--- config.mk ---
export PLATFORM = sky130hd
export DESIGN_NAME = pptbp_fifo
export DESIGN_NICKNAME = d
export VERILOG_FILES = /design/src/hdl/pptbp_pkg.sv /design/src/hdl/pptbp_fifo.sv
export SDC_FILE = /design/constraint.sdc
export NUM_CORES = 1
export LEC_CHECK = 0
export ABC_AREA = 1
export BUFFER_PORTS_ARGS = -buffer_cell sky130_fd_sc_hd__buf_2
export CAP_MARGIN = 15
export CORE_UTILIZATION = 30
export CTS_CLUSTER_DIAMETER = 150
export CTS_CLUSTER_SIZE = 10
export DETAILED_ROUTE_END_ITERATION = 8
export GPL_TIMING_DRIVEN = 0
export PLACE_DENSITY = 0.53
export SYNTH_ARGS = -nofsm -noshare
export SYNTH_HDL_FRONTEND = slang
export SYNTH_SLANG_ARGS = --single-unit
--- constraint.sdc ---
create_clock -name clock -period 5.3 [get_ports clock]
set_input_delay 0.53 -clock clock [delete_from_list [all_inputs] [get_ports clock]]
set_output_delay 0.53 -clock clock [all_outputs]
set_load 0.1 [all_outputs]
--- src/hdl/pptbp_pkg.sv ---
// Shared types and constants of the per-port token bucket policer.
// Depends on nothing; every other file of the block imports it.
package pptbp_pkg;

   localparam int DEF_FLOWS  = 64;
   localparam int SLOT_MAX_W = 10;

   localparam int PORT_W = 16;
   localparam int TIME_W = 64;
   localparam int TOK_W  = 20;
   localparam int SEC_W  = 35;
   localparam int PROD_W = TOK_W + SEC_W;
   localparam int SUM_W  = PROD_W + 1;

   // One second is 2^9 * 5^9 ns. SEC_RECIP is ceil(2^76 / 5^9), which gives exact
   // quotients for every 55-bit operand.
   localparam int NS_SHIFT  = 9;
   localparam int LIMB_W    = 28;
   localparam int RCP_W     = 2 * LIMB_W;
   localparam int RCP_SHIFT = 76;
   localparam int ACC_W     = 2 * LIMB_W + 1;
   localparam logic [RCP_W-1:0] SEC_RECIP = 56'd38685626227668134;

   localparam int Q_DEPTH = 4;
   localparam int Q_PTR_W = 2;

   localparam int CSR_IDX_W  = 8;
   localparam int CSR_DATA_W = 20;

   localparam logic [TOK_W-1:0] RATE_RESET  = 20'd8;
   localparam logic [TOK_W-1:0] DEPTH_RESET = 20'd16;

   typedef enum logic [CSR_IDX_W-1:0] {
      CSR_REFILL_RATE  = 8'd0,
      CSR_BUCKET_DEPTH = 8'd1
   } csr_index_type;

   typedef enum logic [1:0] {
      KIND_HIT,
      KIND_NEW,
      KIND_FULL
   } kind_type;

   typedef struct packed {
      kind_type                kind;
      logic [SLOT_MAX_W-1:0]   slot;
      logic [TIME_W-1:0]       now_ns;
   } item_type;

   typedef enum logic [1:0] {
      FRONT_CLEAR,
      FRONT_IDLE,
      FRONT_LOOKUP
   } front_state_type;

   typedef enum logic [2:0] {
      BACK_IDLE,
      BACK_READ,
      BACK_DIV,
      BACK_MUL,
      BACK_SUM
   } back_state_type;

   typedef enum logic [2:0] {
      DIV_IDLE,
      DIV_MUL_LL,
      DIV_MUL_HL,
      DIV_MUL_LH,
      DIV_MUL_HH,
      DIV_ACC_HH,
      DIV_DONE
   } div_state_type;

endpackage

--- src/hdl/pptbp_fifo.sv ---
// Short item queue between the classifying front end and the token back end.
// Depends on pptbp_pkg for the item type and the queue depth.
module pptbp_fifo import pptbp_pkg::*; (
   input  logic     clock,
   input  logic     reset,
   input  logic     push,
   input  item_type push_item,
   output logic     full,
   input  logic     pop,
   output item_type pop_item,
   output logic     empty
);

   item_type             mem_ff [Q_DEPTH];
   logic [Q_PTR_W-1:0]   wr_ptr_ff;
   logic [Q_PTR_W-1:0]   rd_ptr_ff;
   logic [Q_PTR_W:0]     cnt_ff;
   logic [Q_PTR_W:0]     cnt_in;
   logic                 push_ok;
   logic                 pop_ok;

   assign full     = (cnt_ff == (Q_PTR_W + 1)'(Q_DEPTH));
   assign empty    = (cnt_ff == '0);
   assign push_ok  = push && !full;
   assign pop_ok   = pop && !empty;
   assign pop_item = mem_ff[rd_ptr_ff];

   always_comb begin
      cnt_in = cnt_ff;
      if (push_ok && !pop_ok) begin
         cnt_in = cnt_ff + 1'b1;
      end else if (pop_ok && !push_ok) begin
         cnt_in = cnt_ff - 1'b1;
      end
   end

   always_ff @(posedge clock) begin
      if (reset) begin
         wr_ptr_ff <= '0;
         rd_ptr_ff <= '0;
         cnt_ff    <= '0;
      end else begin
         cnt_ff <= cnt_in;
         if (push_ok) begin
            wr_ptr_ff <= wr_ptr_ff + 1'b1;
         end
         if (pop_ok) begin
            rd_ptr_ff <= rd_ptr_ff + 1'b1;
         end
      end
   end

   always_ff @(posedge clock) begin
      if (push_ok) begin
         mem_ff[wr_ptr_ff] <= push_item;
      end
   end

endmodule

==> impl_metrics.yaml <==
synth:
  yosys_warnings: 0
  synth-adder-area-share_pct: 0.695
  synth_seq_cells: 313
  synth_compound_area_share_pct: 10.8
  synth-async-reset-ratio_pct: 0
  synthSimpleGateAreaFrac_pct: 6.29
  yosysUniqueCellTypes: 25
  synth_xor_area_share_pct: 0.0737
  yosysMostFrequentCell: "edfxtp_1"
  synthFlopType: "edfxtp_1"
  synth_edf_count: 304
  synth_top_area_share_pct: 76.8
  ys_seq_area_share_pct: 78.3
  synth_top_family_by_area: "compound AO/OA/AOI/OAI gates"
  avgSynthCellArea_um2: 14.8
  synth_cells: 805
  yosys-top-cells-count: "304 x edfxtp_1, 150 x nor2_1, 149 x o21ai_0"
  synth_largest_area_cell: "edfxtp_1"
  syn_area_mm2: 0.0119
  synth_mux_area_share_pct: 0
  ys_top_cells_by_area: "edfxtp_1 77%, o21ai_0 6.3%, nor2_1 4.7%, o22ai_1 3.7%, dfxtp_1 1.5%"
  synth_fp_nets: 891
layout:
  final_nets: 1099
  syn_to_final_growth_pct: 22.6
  drive_gt1_share_pct: 26.5
  fin_util_pct: 37.5
die:
  initial_core_util_pct: 30.6
  core_area_mm2: 0.0388
  dieArea_mm2: 0.0404
  ios: 158
  rows: 72
  die_h_um: 201
  fp.dieW_um: 201
timing:
  period_share_pct: 55.8
  skew_ns: 0.0222
  setup_viol: 0
  max-slew-margin-rel_pct: 58.0
  finalHoldViolCount: 0
  post-route-min-period_ns: 2.96
  max_freq_mhz: 338
  finalMaxSlewViolations: 0
  rsz0062_at_grt: "no"
  worst_pin_slew_ns: 0.629
place:
  portBuffers: 157
  dp_hpwl_um: 18600
  gp_congestion: 0.734
setup_path:
  cp_top_family: "buffers and inverters"
  worstSetupPathType: "reg -> out"
  arrival_ns: 2.43
  worst-path-buf-inv: 4
  slowest_stage: "clkbuf_1"
  critPathLaunchType: "flop"
  endpoint_kind: "primary output"
  crit_chain: "buf_6 -> inv_8 -> clkbuf_1 -> o21ai_0 -> o22ai_1 -> buf_2"
  max_stage_delay_ns: 0.49
  path_max_fanout: 10
  crit_required_ns: 4.77
power_and_ir_drop:
  total_power_uw: 9090
  vdd_drop_max_v: 0.000444
  powerDensity_mw_per_mm2: 624
  p_leak_uw: 0.00509
global_routing:
  grt_pass1_wl_um: 43900
  grt_max_degree: 27
  grt_overflow: 0
  grtUsageTotal_pct: 14.7
  grt_antenna_before_repair: 2
  first_global_vias: 7127
detailed_routing:
  drt_iter0_drc: 416
  wl_per_cell_um: 19.3
  routed_via_density: 4.62
  antenna_left: 0
  vias: 7108
  first_pass_iters: 4
  routed_wl_um: 29600
  drc: 0
clock_tree:
  cts_resized: 0
  ctsRootBufferMaster: "clkbuf_16"
  cts_setup_buffers: 0
  clkTransAtPathRegs_ns: 0.06
  cts_max_level: 2
  cts_buffer_depth: 3
  cts_buffers: 37
  postCtsHoldBufs: 0
  cts_tree: "yes"
  cts.sinks: 313
  clock_latency_ns: 0.54
hold_path:
  min_path_type: "in -> reg"
flow_run:
  max-cap-violations: 0
run_status:
  status: "finished clean"
final timing paths:
path              endpoint  slack (ns)           from  depth (start not counted)
max           pop_item[55]        2.34           flop                          6
min          mem_ff[0][69]        0.21  push_item[69]                          1
max reg2reg  mem_ff[2][40]        3.09      cnt_ff[1]                          6
min reg2reg   rd_ptr_ff[0]        0.51   rd_ptr_ff[0]                          2
flip-flops by register name, indices dropped and copies added, names as in the netlist, named ones only:
name and count:
mem_ff 304, rd_ptr_ff 2, wr_ptr_ff 2, cnt_ff 3
report_power, final:
part	switching (uW)	leakage, uW	total (uW)	internal (uW)
clock	892	0.000468	2140	1240
sequential	60.0	0.00286	3070	3010
combinational	3230	0.00176	3890	659
total	4180	0.00509	9090	4910
metal layers:
layer  vias to the layer above  GRT usage, %  part of all wire (%)
met1                      3452          19.1                    44
met2                       199          23.4                    47
met5                         -         0.238                 0.044
li1                       3412             -                     -
met4                         2          5.45                   2.3
met3                        43          3.86                   6.4
kinds of logic after synthesis:
logic type	Yosys count
flip-flops	313
adder cells (fa/ha/maj)	6
buffers and inverters	67
XOR/XNOR	1
AO/OA/AOI/OAI	232
AND/OR/NAND/NOR	186
layout by cell type (no fill, tap or decap), drive strengths merged:
master and n:
a21oi 3, buf 198, clkbuf 63, dfxtp 9, diode 1, edfxtp 304, fa 1, ha 5
inv 19, nand2 15, nand3 4, nand3b 1, nor2 166, o21ai 153, o22ai 76, xor2 1
final cells by class:
cell class | count | area [um2]
clock buffer | 43 | 948
sequential | 313 | 9310
tap | 518 | 648
buffer | 49 | 374
inverter | 18 | 75.1
timing repair buffer | 169 | 1050
multi-input combinational | 425 | 2160
clock inverter | 1 | 8.76
fill | 3664 | 24300
antenna | 1 | 2.50
through the flow:
step | hold slack [ns] | area [um2] | TNS [ns] | cells | setup WS (ns)
global placement | 0.490 | 13300 | -672.51 | 1480 | -2.29
finish | 0.206 | 14600 | 0 | 1537 | 2.34
floorplan | 0.459 | 11900 | 0 | 805 | 0.958
CTS | 0.168 | 14600 | 0 | 1536 | 2.22
detailed placement | 0.495 | 13600 | 0 | 1492 | 2.80
global route | 0.192 | 14600 | 0 | 1536 | 2.16
Power figures use the tool's default switching activity.
